[config.mk]
export PLATFORM = sky130hd
export DESIGN_NAME = http_chunked_body_decoder
export DESIGN_NICKNAME = d
export VERILOG_FILES = /design/src/rtl/core/chd_pkg.sv /design/src/rtl/core/chd_parse.sv /design/src/rtl/core/http_chunked_body_decoder.sv
export SDC_FILE = /design/constraint.sdc
export NUM_CORES = 1
export LEC_CHECK = 0
export BUFFER_PORTS_ARGS = -buffer_cell sky130_fd_sc_hd__buf_2
export CAP_MARGIN = 0
export CORE_ASPECT_RATIO = 2
export CORE_MARGIN = 2
export CORE_UTILIZATION = 35
export CTS_CLUSTER_SIZE = 8
export DETAILED_ROUTE_END_ITERATION = 8
export HOLD_SLACK_MARGIN = 0.08
export MAX_ROUTING_LAYER = met4
export PLACE_DENSITY = 0.59
export RECOVER_POWER = 25
export SETUP_SLACK_MARGIN = 0.4
export SYNTH_ARGS = -nofsm -noshare
export SYNTH_HDL_FRONTEND = slang
export SYNTH_SLANG_ARGS = --single-unit
export TNS_END_PERCENT = 30
[constraint.sdc]
create_clock -name i_clk -period 2.8 [get_ports i_clk]
set_input_delay 0.14 -clock i_clk [delete_from_list [all_inputs] [get_ports i_clk]]
set_output_delay 0.14 -clock i_clk [all_outputs]
set_load 0.05 [all_outputs]
[src/rtl/core/chd_pkg.sv]
`default_nettype none
// ----------------------------------------------------------------------------
// chd_pkg: shared types and constants for the chunked body decoder
// Phase and result codes, parser state record and framing characters.
// ----------------------------------------------------------------------------
package chd_pkg;

    localparam int SIZE_BITS = 32;   // widest chunk size accepted
    localparam int TOTAL_W   = 32;   // running body total, saturating

    localparam logic [TOTAL_W-1:0] TOTAL_MAX   = '1;
    localparam logic [31:0]        LIMIT_RESET = 32'd1048576;

    localparam logic [7:0] CHR_CR = 8'h0D;
    localparam logic [7:0] CHR_LF = 8'h0A;

    typedef enum logic [7:0] {
        PH_SIZE    = 8'b0000_0001,
        PH_SIZE_LF = 8'b0000_0010,
        PH_DATA    = 8'b0000_0100,
        PH_TAIL1   = 8'b0000_1000,
        PH_TAIL2   = 8'b0001_0000,
        PH_LAST_CR = 8'b0010_0000,
        PH_LAST_LF = 8'b0100_0000,
        PH_STOPPED = 8'b1000_0000
    } t_phase;

    typedef enum logic [2:0] {
        K_CONSUMED  = 3'd0,
        K_BODY      = 3'd1,
        K_END_OK    = 3'd2,
        K_TOO_LARGE = 3'd3,
        K_FORMAT    = 3'd4
    } t_kind;

    typedef struct packed {
        t_phase                phase;
        logic [SIZE_BITS-1:0]  chunk_rem;
        logic [TOTAL_W-1:0]    body_total;
        logic                  digit_seen;
    } t_state;

    localparam t_state ST_RESET = '{
        phase:      PH_SIZE,
        chunk_rem:  '0,
        body_total: '0,
        digit_seen: 1'b0
    };

endpackage
`default_nettype wire

[src/rtl/core/chd_parse.sv]
`default_nettype none
// ----------------------------------------------------------------------------
// chd_parse: per-byte parser step
// Computes the next parser state and the result for one input transaction.
// ----------------------------------------------------------------------------
module chd_parse (
    input  var chd_pkg::t_state i_state,
    input  wire                 i_cmd,
    input  wire  [7:0]          i_byte,
    input  wire  [31:0]         i_limit,
    output chd_pkg::t_state     o_state,
    output chd_pkg::t_kind      o_kind,
    output logic [7:0]          o_body_byte
);

    logic       hex_ok;
    logic [3:0] hex_val;
    logic [7:0] sub;

    // hex digit decode
    always_comb begin
        hex_ok  = 1'b1;
        sub     = 8'h00;
        case (i_byte) inside
            [8'h30:8'h39]: sub = i_byte - 8'h30;
            [8'h41:8'h46]: sub = i_byte - 8'h37;
            [8'h61:8'h66]: sub = i_byte - 8'h57;
            default:       hex_ok = 1'b0;
        endcase
        hex_val = sub[3:0];
    end

    always_comb begin
        o_state     = i_state;
        o_kind      = chd_pkg::K_CONSUMED;
        o_body_byte = 8'h00;
        if (i_cmd) begin
            o_state = chd_pkg::ST_RESET;
        end else begin
            case (i_state.phase)
                chd_pkg::PH_SIZE: begin
                    if (hex_ok) begin
                        // one more digit would overflow the size field
                        if (i_state.chunk_rem[chd_pkg::SIZE_BITS-1 -: 4] != 4'h0) begin
                            o_kind = chd_pkg::K_FORMAT;
                        end else begin
                            o_state.chunk_rem  = {i_state.chunk_rem[chd_pkg::SIZE_BITS-5:0],
                                                  hex_val};
                            o_state.digit_seen = 1'b1;
                        end
                    end else if (i_byte == chd_pkg::CHR_CR && i_state.digit_seen) begin
                        o_state.phase = chd_pkg::PH_SIZE_LF;
                    end else begin
                        o_kind = chd_pkg::K_FORMAT;
                    end
                end
                chd_pkg::PH_SIZE_LF: begin
                    if (i_byte != chd_pkg::CHR_LF) begin
                        o_kind = chd_pkg::K_FORMAT;
                    end else if (i_state.chunk_rem == '0) begin
                        o_state.phase = chd_pkg::PH_LAST_CR;
                    end else begin
                        o_state.phase = chd_pkg::PH_DATA;
                    end
                end
                chd_pkg::PH_DATA: begin
                    o_kind      = chd_pkg::K_BODY;
                    o_body_byte = i_byte;
                    if (i_state.body_total != chd_pkg::TOTAL_MAX) begin
                        o_state.body_total = i_state.body_total + 1'b1;
                    end
                    o_state.chunk_rem = i_state.chunk_rem - 1'b1;
                    if (i_state.chunk_rem == chd_pkg::SIZE_BITS'(1)) begin
                        o_state.phase = chd_pkg::PH_TAIL1;
                    end
                end
                chd_pkg::PH_TAIL1: begin
                    o_state.phase = chd_pkg::PH_TAIL2;
                end
                chd_pkg::PH_TAIL2: begin
                    if (i_state.body_total > i_limit) begin
                        o_kind = chd_pkg::K_TOO_LARGE;
                    end else begin
                        o_state.phase      = chd_pkg::PH_SIZE;
                        o_state.chunk_rem  = '0;
                        o_state.digit_seen = 1'b0;
                    end
                end
                chd_pkg::PH_LAST_CR: begin
                    if (i_byte == chd_pkg::CHR_CR) begin
                        o_state.phase = chd_pkg::PH_LAST_LF;
                    end else begin
                        o_kind = chd_pkg::K_FORMAT;
                    end
                end
                chd_pkg::PH_LAST_LF: begin
                    o_kind = (i_byte == chd_pkg::CHR_LF) ? chd_pkg::K_END_OK
                                                         : chd_pkg::K_FORMAT;
                end
                default: begin
                    // stopped: ignore bytes until restart
                end
            endcase
            if (o_kind == chd_pkg::K_END_OK || o_kind == chd_pkg::K_TOO_LARGE ||
                o_kind == chd_pkg::K_FORMAT) begin
                o_state.phase = chd_pkg::PH_STOPPED;
            end
        end
    end

endmodule
`default_nettype wire

[src/rtl/core/http_chunked_body_decoder.sv]
`default_nettype none
// ----------------------------------------------------------------------------
// http_chunked_body_decoder: HTTP chunked transfer body decoder
// Parses hex size lines, passes payload bytes, checks the body length limit.
// ----------------------------------------------------------------------------
//
//  channel  direction  handshake                  payload
//  -------  ---------  -------------------------  ------------------------
//  in       input      i_in_valid / o_in_stall    i_cmd, i_raw_byte
//  out      output     o_out_valid / i_out_stall  o_kind, o_body_byte
//  cfg      input      i_cfg_valid / o_cfg_ready  i_cfg_data (body_limit)
//
//  One transaction per clock sustained while results are not stalled; every
//  input transaction yields exactly one result, via the input and result registers.
//  The loop that sets the rate is the parser state register, updated once
//  per byte as it moves from the input register into the result register.
//  Reset (synchronous, i_rst_n low) empties both registers, returns the
//  parser to the size-digit phase and loads body_limit with 1048576.
//  A stalled result holds; the input register then fills and o_in_stall rises.
//  cfg writes are always ready and take effect on the next parsed byte.
// ----------------------------------------------------------------------------
module http_chunked_body_decoder (
    input  wire         i_clk,
    input  wire         i_rst_n,
    // input byte stream
    input  wire         i_in_valid,
    output logic        o_in_stall,
    input  wire         i_cmd,
    input  wire  [7:0]  i_raw_byte,
    // results
    output logic        o_out_valid,
    input  wire         i_out_stall,
    output logic [2:0]  o_kind,
    output logic [7:0]  o_body_byte,
    // body_limit register write
    input  wire         i_cfg_valid,
    output logic        o_cfg_ready,
    input  wire  [31:0] i_cfg_data
);

    // input register
    logic            r_a_valid;
    logic            r_a_cmd;
    logic [7:0]      r_a_byte;
    // result register
    logic            r_b_valid;
    chd_pkg::t_kind  r_b_kind;
    logic [7:0]      r_b_byte;
    // parser state and limit
    chd_pkg::t_state r_st;
    chd_pkg::t_state n_st;
    logic [31:0]     r_limit;

    chd_pkg::t_kind  step_kind;
    logic [7:0]      step_byte;
    logic            in_take;
    logic            adv;

    // byte moves from input register into result register
    assign adv        = r_a_valid && (!r_b_valid || !i_out_stall);
    assign o_in_stall = r_a_valid && !adv;
    assign in_take    = i_in_valid && !o_in_stall;

    assign o_cfg_ready = 1'b1;

    chd_parse u_parse (
        .i_state     (r_st),
        .i_cmd       (r_a_cmd),
        .i_byte      (r_a_byte),
        .i_limit     (r_limit),
        .o_state     (n_st),
        .o_kind      (step_kind),
        .o_body_byte (step_byte)
    );

    always_ff @(posedge i_clk) begin
        if (!i_rst_n) begin
            r_a_valid <= 1'b0;
        end else if (in_take) begin
            r_a_valid <= 1'b1;
        end else if (adv) begin
            r_a_valid <= 1'b0;
        end
    end

    always_ff @(posedge i_clk) begin
        if (in_take) begin
            r_a_cmd  <= i_cmd;
            r_a_byte <= i_raw_byte;
        end
    end

    always_ff @(posedge i_clk) begin
        if (!i_rst_n) begin
            r_b_valid <= 1'b0;
        end else if (adv) begin
            r_b_valid <= 1'b1;
        end else if (!i_out_stall) begin
            r_b_valid <= 1'b0;
        end
    end

    always_ff @(posedge i_clk) begin
        if (adv) begin
            r_b_kind <= step_kind;
            r_b_byte <= step_byte;
        end
    end

    // parser state advances only with the byte it belongs to
    always_ff @(posedge i_clk) begin
        if (!i_rst_n) begin
            r_st <= chd_pkg::ST_RESET;
        end else if (adv) begin
            r_st <= n_st;
        end
    end

    always_ff @(posedge i_clk) begin
        if (!i_rst_n) begin
            r_limit <= chd_pkg::LIMIT_RESET;
        end else if (i_cfg_valid && o_cfg_ready) begin
            r_limit <= i_cfg_data;
        end
    end

    assign o_out_valid = r_b_valid;
    assign o_kind      = r_b_kind;
    assign o_body_byte = r_b_byte;

`ifndef SYNTHESIS
    // payload byte is zero unless the result is a body byte
    a_byte_zero: assert property (@(posedge i_clk) disable iff (!i_rst_n)
        (o_out_valid && r_b_kind != chd_pkg::K_BODY) |-> (o_body_byte == 8'h00))
        else $error("body byte set on a non-body result");

    // a terminal result leaves the parser stopped until a restart
    a_end_stops: assert property (@(posedge i_clk) disable iff (!i_rst_n)
        (o_out_valid && (r_b_kind == chd_pkg::K_END_OK ||
                         r_b_kind == chd_pkg::K_TOO_LARGE ||
                         r_b_kind == chd_pkg::K_FORMAT))
        |-> (r_st.phase == chd_pkg::PH_STOPPED))
        else $error("terminal result without stopped parser");

    // payload phase always has bytes left
    a_data_nonzero: assert property (@(posedge i_clk) disable iff (!i_rst_n)
        (r_st.phase == chd_pkg::PH_DATA) |-> (r_st.chunk_rem != '0))
        else $error("payload phase with empty chunk");

    // no digit seen means no size accumulated
    a_size_clean: assert property (@(posedge i_clk) disable iff (!i_rst_n)
        (r_st.phase == chd_pkg::PH_SIZE && !r_st.digit_seen) |-> (r_st.chunk_rem == '0))
        else $error("size accumulated without a digit");

    // parser state only moves when a byte enters the result register
    a_state_hold: assert property (@(posedge i_clk) disable iff (!i_rst_n)
        !adv |=> $stable(r_st))
        else $error("parser state changed without a byte");
`endif

endmodule
`default_nettype wire

==> flow_summary.toml, run 1 <==
[floorplan]
ios = 60
dieArea_mm2 = 0.0218
design.core.area_mm2 = 0.0203
die_h_um = 207
dieWidth_um = 105
start_util_pct = 35.5
rows = 74

[clock_tree]
clock_path_buffers = 2
cts-buffers-inserted = 17
cts_max_level = 4
clk_pin_slew_ps = 60
cts_tree = "built"
cts-root-buf = "clkbuf_16"
cts.sinks = 127
clkLatencyLatePin_ps = 430

[timing]
post-route-period-util_pct = 93.6
rsz0062_at_grt = "true"
worst_pin_slew_ps = 2430
slew_viol_final = 34
hold_violations = 0
setup_violations = 0
max_slew_margin_pct = -61.7
fin_setup_tns_ps = 0
skew_ps = 9.25
fin_crit_ps = 2620
timing.fmax_mhz = 382

[route]
dr.pass1.iters = 6
drc = 0
vias = 7150
wl_per_cell_um = 17.6
wl_um = 22900
viasPerCell = 5.50
first_iter_violations = 351
ant_nets = 0

[global_routing]
grt.total_usage_pct = 22.0
grt_pass1_vias = 7330
grt_overflow = 0
grt_max_degree = 34
grt_pass1_wl_um = 36300
grt_antenna_before_repair = 1

[placement]
placed_cells = 1198
gp_congestion = 0.856
portBuffers = 58
dp_hpwl_um = 15900

[layout]
layout_commonest_cell = "nor2_1"
final_cell_mix = "101 x nor2_1, 87 x dfxtp_1, 84 x nand2_1"
fin_cells = 1299
final_util_pct = 49.4
drive_gt1_share_pct = 27.7
nets = 1104
fillers = 1908
area_delta_synth_final_pct = 39.2

[yosys]
ys_async_sr_fraction_pct = 0
synth-edff-count = 20
yosys_warnings = 0
syn-num-nets = 945
postSynthAreaPerCell_um2 = 8.38
ys_ff_latch = 127
synth.yosys.seq_area_share_pct = 38.1
ys_types = 63
ys.flop_type = "dfxtp_1"
syn_inst = 860
synth_area_mm2 = 0.00720

[power_and_ir_drop]
irDropWorstVdd_mv = 0.483
cellLeakagePower_uw = 0.00398
report.power.total_uw = 4910
power_density_mw_per_mm2 = 490

[min_path]
hold_path.class = "in2reg"

[run_status]
failed_checks = "capacitance limit, slew limit"
outcome = "finished with violations"

[flow_run]
cap_violations = 1

[setup_path]
critPathMaxFanout = 8
critPathKind = "reg2reg"
critPathRequiredTime_ps = 3150
start_kind = "register"
cp.arrival_ps = 2970
worstSetupEndpointType = "register"
## critical path: stages, from the launching register on
cell and delay (ps):
dfxtp_2 360, ha_4 280, nand4_1 130, nor4_2 310
buf_4 160, or3b_4 380, a31oi_4 190, o31ai_4 100
buf_12 170, buf_4 150, a31o_2 240, o31ai_2 50
## state kept, by name (all words and copies together), names as in the netlist
name,count
r_limit,32
o_body_byte,8
r_a_byte,8
r_a_cmd,1
r_a_valid,1
o_out_valid,1
r_st,73
o_kind,3
## what timing repair did
| action | 4_1_cts | 5_1_grt |
|---|---|---|
| setup buffers | 12 | 7 |
| endpoints found under the hold margin | 43 | 0 |
| resized for setup | 84 | 57 |
| pin swaps | 22 | 23 |
| cloned | 4 | 1 |
| setup endpoints to repair | 68 | 73 |
| hold buffers | 44 | 0 |
## cell usage after synthesis, types with 4 or more instances
library cell | count | area [um^2]
nor2_1 | 103 | 387
o21ai_0 | 41 | 205
mux2i_1 | 41 | 410
nand4_1 | 20 | 125
a31o_2 | 21 | 184
a22oi_1 | 12 | 90.1
buf_2 | 4 | 20.0
o211ai_1 | 6 | 45.0
and2_1 | 11 | 68.8
or4_1 | 6 | 45.0
ha_1 | 39 | 488
nor3_1 | 26 | 130
nor4_1 | 24 | 150
dfxtp_1 | 107 | 2140
and4_1 | 4 | 35.0
inv_1 | 44 | 165
a21o_1 | 4 | 30.0
nand2b_1 | 5 | 31.3
or3_1 | 6 | 37.5
a211oi_1 | 7 | 52.6
nand4b_1 | 4 | 35.0
nand3_1 | 23 | 115
o31ai_1 | 11 | 82.6
clkbuf_1 | 38 | 143
a21oi_1 | 47 | 235
and3_1 | 14 | 87.6
xnor2_1 | 26 | 228
edfxtp_1 | 20 | 601
a31oi_1 | 4 | 25.0
xor2_1 | 10 | 87.6
nand2_1 | 86 | 323
## through the flow
step	hold slack, ps	area (um^2)	worst slack [ps]
6_report	123	10000	180
5_1_grt	125	10000	97.6
4_1_cts	102	9700	235
3_5_place_dp	320	8170	-125
3_3_place_gp	318	8170	-48.0
2_1_floorplan	239	7240	329
## worst paths after layout
| check | from | end | slack, ps | cells after the start |
|---|---|---|---|---|
| worst max-delay path | r_st[32] | r_st[55] | 180 | 11 |
| worst max register to register | r_st[32] | r_st[55] | 180 | 11 |
| worst min-delay path | i_rst_n | r_st[68] | 120 | 3 |
| worst min register to register | r_st[0] | r_st[0] | 470 | 2 |
## cells by family (layout without fill, tap and decap cells)
family,Yosys count,after routing,share of synthesized area (%)
buffers and inverters,90,260,4.81
adders and majority gates,39,39,6.77
other,1,2,0.0521
and+or+nand+nor,349,350,24.0
muxes,42,42,5.85
AOI/OAI and AO/OA,175,176,15.9
xor gates and xnor gates,37,37,4.60
DFF,127,127,38.1
## area by class of cell
cell class | count | area (um^2) | share of cell area, %
well taps | 266 | 333 | 3.32
clock buffers | 19 | 433 | 4.32
inverters | 44 | 165 | 1.65
flip-flops and latches | 127 | 2770 | 27.6
repair buffers | 184 | 1450 | 14.4
diodes | 1 | 2.50 | 0.0250
multi-input cells | 645 | 4750 | 47.4
clock inverters | 13 | 121 | 1.21
## layer usage
metal | track usage (%) | share of wire [%] | wire [um] | vias to the layer above
met5 | - | 0 | 0 | -
met4 | 14.6 | 5.2 | 1180 | 0
met2 | 42.5 | 59 | 13500 | 194
met1 | 19.0 | 32 | 7410 | 3454
met3 | 3.99 | 3.4 | 783 | 84
li1 | - | - | - | 3418
## report_power, final
group          total, uW  switching [uW]  internal, uW  leakage (uW)
combinational        835             462           373       0.00265
sequential          1960            45.2          1910       0.00107
clock               2120             829          1290      0.000265
Power figures use the tool's default switching activity.
==> run 2, diff against run 1 <==
clock period = 2.75 ns   (was 2.8 ns; I/O delays follow)
==> flow_summary.toml, run 2 (same netlist as run 1, synthesis figures left out) <==
[run_status]
outcome = "completed"

[clock_tree]
clkLatencyLatePin_ps = 430
cts_tree = "built"
cts-root-buf = "clkbuf_16"
cts.sinks = 127
cts-buffers-inserted = 17
clk_pin_slew_ps = 60
cts_max_level = 4
clock_path_buffers = 2

[power_and_ir_drop]
report.power.total_uw = 4850
irDropWorstVdd_mv = 0.395
power_density_mw_per_mm2 = 495
p_sw_share_pct = 27.4
p_seq_share_pct = 41.0
pwr-share-clk_pct = 43.1
power.combinational.fraction_pct = 15.9
p_int_uw = 3520
cellLeakagePower_uw = 0.00389
p_switching_uw = 1330

[layout]
nets = 1093
drive_gt1_share_pct = 25.6
layout_commonest_cell = "nor2_1"
area_delta_synth_final_pct = 36.1
reg_top3 = "r_st x73, r_limit x32"
largest_reg_flops = 73
final_cell_mix = "103 x nor2_1, 85 x nand2_1, 84 x dfxtp_1"
stdcell_area_mm2 = 0.00980
diodes = 0
regMostFlops = "r_st"

[min_path]
hold_path.class = "in2reg"
holdPathStages = 3
min_to = "r_limit[4]"
min-delay-start = "i_cfg_valid"

[global_routing]
grt_max_degree = 42
grt_antenna_before_repair = 0
grt.total_usage_pct = 21.6
grt_pass1_vias = 7167
grt_pass1_wl_um = 35500
grt_overflow = 0

[route]
wl_um = 22300
dr.pass1.iters = 4
wl_per_cell_um = 17.4
first_iter_violations = 363
drc = 0
viasPerCell = 5.44
vias = 7000
ant_nets = 0

[timing]
slew_viol_final = 0
worst_pin_slew_ps = 949
post-route-period-util_pct = 97.6
fin_crit_ps = 2680
timing.hold.ws_ps = 256
hold_violations = 0
rsz0062_at_grt = "true"
skew_ps = 9.18
timing.fmax_mhz = 373
fin_setup_tns_ps = 0
setup_violations = 0
max_slew_margin_pct = 36.7
fin_ws_ps = 66.3

[setup_path]
cp.arrival_ps = 3030
cp-startpoint = "r_st[28]"
r2r_end = "r_st[57]"
critPathRequiredTime_ps = 3090
r2r-start = "r_st[28]"
critPathMaxFanout = 8
r2r_slack_ps = 70
worstRegToRegCells = 10
critPathKind = "reg2reg"
worstSetupEndpointType = "register"
start_kind = "register"

[placement]
dp_hpwl_um = 15800
dp_slack_ps = -88.0
postPlaceCellArea_mm2 = 0.00816
portBuffers = 58
gp_congestion = 0.885

[floorplan]
start_util_pct = 35.5
ios = 60
dieArea_mm2 = 0.0218
die_h_um = 207
dieWidth_um = 105
rows = 74
design.core.area_mm2 = 0.0203

[flow_run]
cap_violations = 0
==> run 2: cell type report <==
cell class	instances	area (um^2)
fill	1975	10500
multi-input combinational	643	4630
sequential	127	2780
timing repair buffer	175	1360
clock buffer	20	447
tap	266	333
inverter	44	165
clock inverter	12	93.8
==> run 2: critical path, cell delays in order, from the launching register on <==
cell and delay (ps):
dfxtp_1 360, ha_4 300, nand4_1 200, nor4_4 400, or3b_4 430, a31oi_4 190, o31ai_4 110, buf_12 170
buf_16 150, a31o_4 210, o31ai_2 50
==> run 2: power by group through the flow <==
stage	Sequential, uW	Combinational, uW	Clock, uW
floorplan	2050	399	0
global placement	2030	622	0
detailed placement	2030	626	0
CTS	1990	756	2150
global route	1990	836	2240
finish	1990	773	2090
==> run 2: how the worst max path moves through the flow <==
stage | end | slack (ps) | depth (start not counted)
2_1_floorplan | r_st[63] | 340 | 8
3_3_place_gp | r_st[43] | -20 | 9
3_5_place_dp | r_st[37] | -90 | 9
4_1_cts | r_st[57] | 180 | 11
5_1_grt | r_st[58] | 20 | 10
6_report | r_st[57] | 70 | 10
==> run 2: metrics by stage <==
step,cells,utilization [%]
2_1_floorplan,860,-
3_3_place_gp,1194,40.3
3_5_place_dp,1194,40.3
4_1_cts,1281,47.3
5_1_grt,1287,48.3
6_report,1287,48.3
==> run 2: what timing repair did <==
item                                   in CTS  in global routing
cloned                                      2                  0
hold buffers                               43                  0
endpoints found under the hold margin      43                  0
resized for setup                          69                 44
buffers inserted                           10                  6
pin swaps                                  20                 17
setup endpoints to repair                  67                 74
==> run 2: layer usage <==
| metal | track usage (%) | routed length (um) |
|---|---|---|
| met1 | 18.6 | 7480 |
| met2 | 42.3 | 13100 |
| met3 | 4.02 | 566 |
| met4 | 12.7 | 1180 |
| met5 | - | 0 |
==> run 3, diff against run 2 <==
ABC_AREA = 1   (was default)
CAP_MARGIN = default   (was 0)
SYNTH_HIERARCHICAL = 1   (was default)
==> flow_summary.toml, run 3 <==
[power_and_ir_drop]
irDropWorstVdd_mv = 0.407
cellLeakagePower_uw = 0.00528
report.power.total_uw = 6150
power_density_mw_per_mm2 = 481

[yosys]
synth.yosys.seq_area_share_pct = 26.3
syn_inst = 1652
yosys.cell_count.top_type = "nor2_1"
ys_types = 52
synth_top_area_share_pct = 20.5
synth_area_mm2 = 0.0104
ys_ff_latch = 127
yosys-top-cells-count = "302 x nor2_1, 267 x nand2_1, 208 x inv_1"
ys_async_sr_fraction_pct = 0
yosysTopAreaCell = "dfxtp_1"
synth_area_leaders = "dfxtp_1 21%, nor2_1 11%, nand2_1 9.6%"
synth-edff-count = 20
yosys_warnings = 6
postSynthAreaPerCell_um2 = 6.32
syn-num-nets = 1737
ys.flop_type = "dfxtp_1"

[setup_path]
critPathRequiredTime_ps = 3090
r2r-start = "r_limit[21]"
crit_chain = "inv_2, ha_4, nand2_4, nor2_4, nand4_1, nor2_1, buf_4, nand4_1, buf_6, nand3_4, clkinvlp_4, buf_12, nand2_1, a21oi_1, inv_1, nand3_1, nand2_1, nor2_1"
critPathMaxFanout = 10
critPathKind = "reg2reg"
r2r_end = "r_st[44]"
start_kind = "register"
cp_slowest_stage_delay_ps = 330
critPathSlowestCell = "dfxtp_2"
critPathCapture = "r_st[44]"
worstRegToRegCells = 18
cp-startpoint = "r_limit[21]"
r2r_slack_ps = 410
cp.arrival_ps = 2680
worstSetupEndpointType = "register"

[timing]
worst_pin_slew_ps = 1310
fin_crit_ps = 2340
hold_violations = 0
rsz0062_at_grt = "true"
fin_setup_tns_ps = 0
skew_ps = 16.0
timing.fmax_mhz = 427
setup_violations = 0
slew_viol_final = 0
max_slew_margin_pct = 13.0
post-route-period-util_pct = 85.1

[placement]
dp_hpwl_um = 22600
postPlaceCellArea_mm2 = 0.0110
placed_cells = 2027
gp_congestion = 0.944
portBuffers = 58

[layout]
reg_top3 = "r_st x73, r_limit x32"
largest_reg_flops = 73
drive_gt1_share_pct = 17.8
final_cell_mix = "292 x nor2_1, 255 x nand2_1, 198 x inv_1"
area_delta_synth_final_pct = 22.6
fillers = 3079
fin_cells = 2128
regMostFlops = "r_st"
diodes = 0
stdcell_area_mm2 = 0.0128
nets = 1836
layout_commonest_cell = "nor2_1"

[route]
first_iter_violations = 527
ant_nets = 0
dr.pass1.iters = 5
wl_um = 34500
viasPerCell = 5.27
vias = 11200
drc = 0
wl_per_cell_um = 16.2

[min_path]
hold_path.class = "in2reg"

[global_routing]
grt_overflow = 0
grt_max_degree = 147
grt_pass1_vias = 10600
grt.total_usage_pct = 21.6
grt_pass1_wl_um = 52500
grt_antenna_before_repair = 0

[run_status]
outcome = "completed"

[floorplan]
rows = 89
ios = 60
die_h_um = 248
start_util_pct = 35.5
dieArea_mm2 = 0.0313
dieWidth_um = 126
design.core.area_mm2 = 0.0294

[clock_tree]
cts-root-buf = "clkbuf_16"
cts_tree = "built"
cts.sinks = 127
cts-buffers-inserted = 17
clkLatencyLatePin_ps = 450
clk_pin_slew_ps = 60
cts_max_level = 4
clock_path_buffers = 2

[flow_run]
cap_violations = 0
[run 3: cell count changes in the layout (fill, tap and decap cells not counted), moves of 19 or more]
cell / before / now
nor2_2: 0 / 20
nor2_1: 103 / 292
nand3_1: 23 / 143
nand2_1: 85 / 255
o21ai_0: 31 / 94
a21oi_1: 44 / 134
mux2i_1: 41 / 0
inv_1: 29 / 198
nor4_1: 22 / 3
o21ai_1: 8 / 28
[run 3: metal layers]
layer	part of all wire, %	vias to the layer above	GRT usage [%]
met1	34	5213	19.1
met5	0	-	-
li1	-	5575	-
met4	7.4	0	14.0
met2	55	281	42.3
met3	3.0	138	2.51
[run 3: cell type report]
type | instances | area, um^2 | share of cell area (%)
sequential | 127 | 2780 | 21.8
inverter | 224 | 857 | 6.70
multi-input combinational | 1206 | 6630 | 51.8
clock inverter | 14 | 97.6 | 0.763
clock buffer | 18 | 429 | 3.36
tap | 364 | 455 | 3.56
timing repair buffer | 175 | 1540 | 12.0
[run 3: worst min-delay path by stage]
stage | end | from | slack, ps | cells past startpoint
after floorplan | r_a_byte[0] | i_raw_byte[0] | 240 | 0
after global placement | r_a_byte[0] | i_raw_byte[0] | 320 | 1
after detailed placement | r_a_byte[7] | i_raw_byte[7] | 320 | 1
after CTS | o_out_valid | i_out_stall | 120 | 4
after global routing | o_out_valid | i_out_stall | 160 | 4
final | o_out_valid | i_out_stall | 140 | 4
[run 3: cell families (layout without fill, tap and decap cells)]
| kind of cell | count (synthesis) | count (layout) | synth area share, % |
|---|---|---|---|
| AO/OA/AOI/OAI | 304 | 304 | 16.3 |
| XOR/XNOR | 30 | 30 | 2.52 |
| adder cells (fa/ha/maj) | 39 | 39 | 4.68 |
| buffers and inverters | 320 | 431 | 14.0 |
| flip-flops | 127 | 127 | 26.3 |
| other | 1 | 1 | 0.0359 |
| AND/OR/NAND/NOR | 831 | 832 | 36.1 |
[run 3: stage by stage]
step | hold slack (ps) | setup slack (ps) | util [%]
2_1_floorplan | 236 | 692 | -
3_3_place_gp | 316 | 293 | 37.5
3_5_place_dp | 316 | 286 | 37.5
4_1_cts | 122 | 313 | 40.9
5_1_grt | 162 | 240 | 43.5
6_report | 144 | 410 | 43.5
[run 3: what timing repair did]
item,CTS,global route
endpoints found under the hold margin,42,0
buffers inserted,2,16
resized for setup,3,134
hold buffers,43,0
cloned,0,8
pin swaps,0,35
endpoints found under the setup margin,22,71
[run 3: worst max-delay path, delay by kind of cell, from the launching register on]
family / cells / cell delay [ps]
flip-flops: 1 / 330
AND/OR/NAND/NOR: 10 / 850
buffers and inverters: 6 / 700
AO/OA/AOI/OAI: 1 / 60
adder cells (fa/ha/maj): 1 / 270
[run 3: power breakdown]
| part | switching, uW | leakage (uW) | internal [uW] |
|---|---|---|---|
| Clock | 937 | 0.000249 | 1140 |
| Combinational | 1160 | 0.00395 | 742 |
| Sequential | 156 | 0.00108 | 2020 |
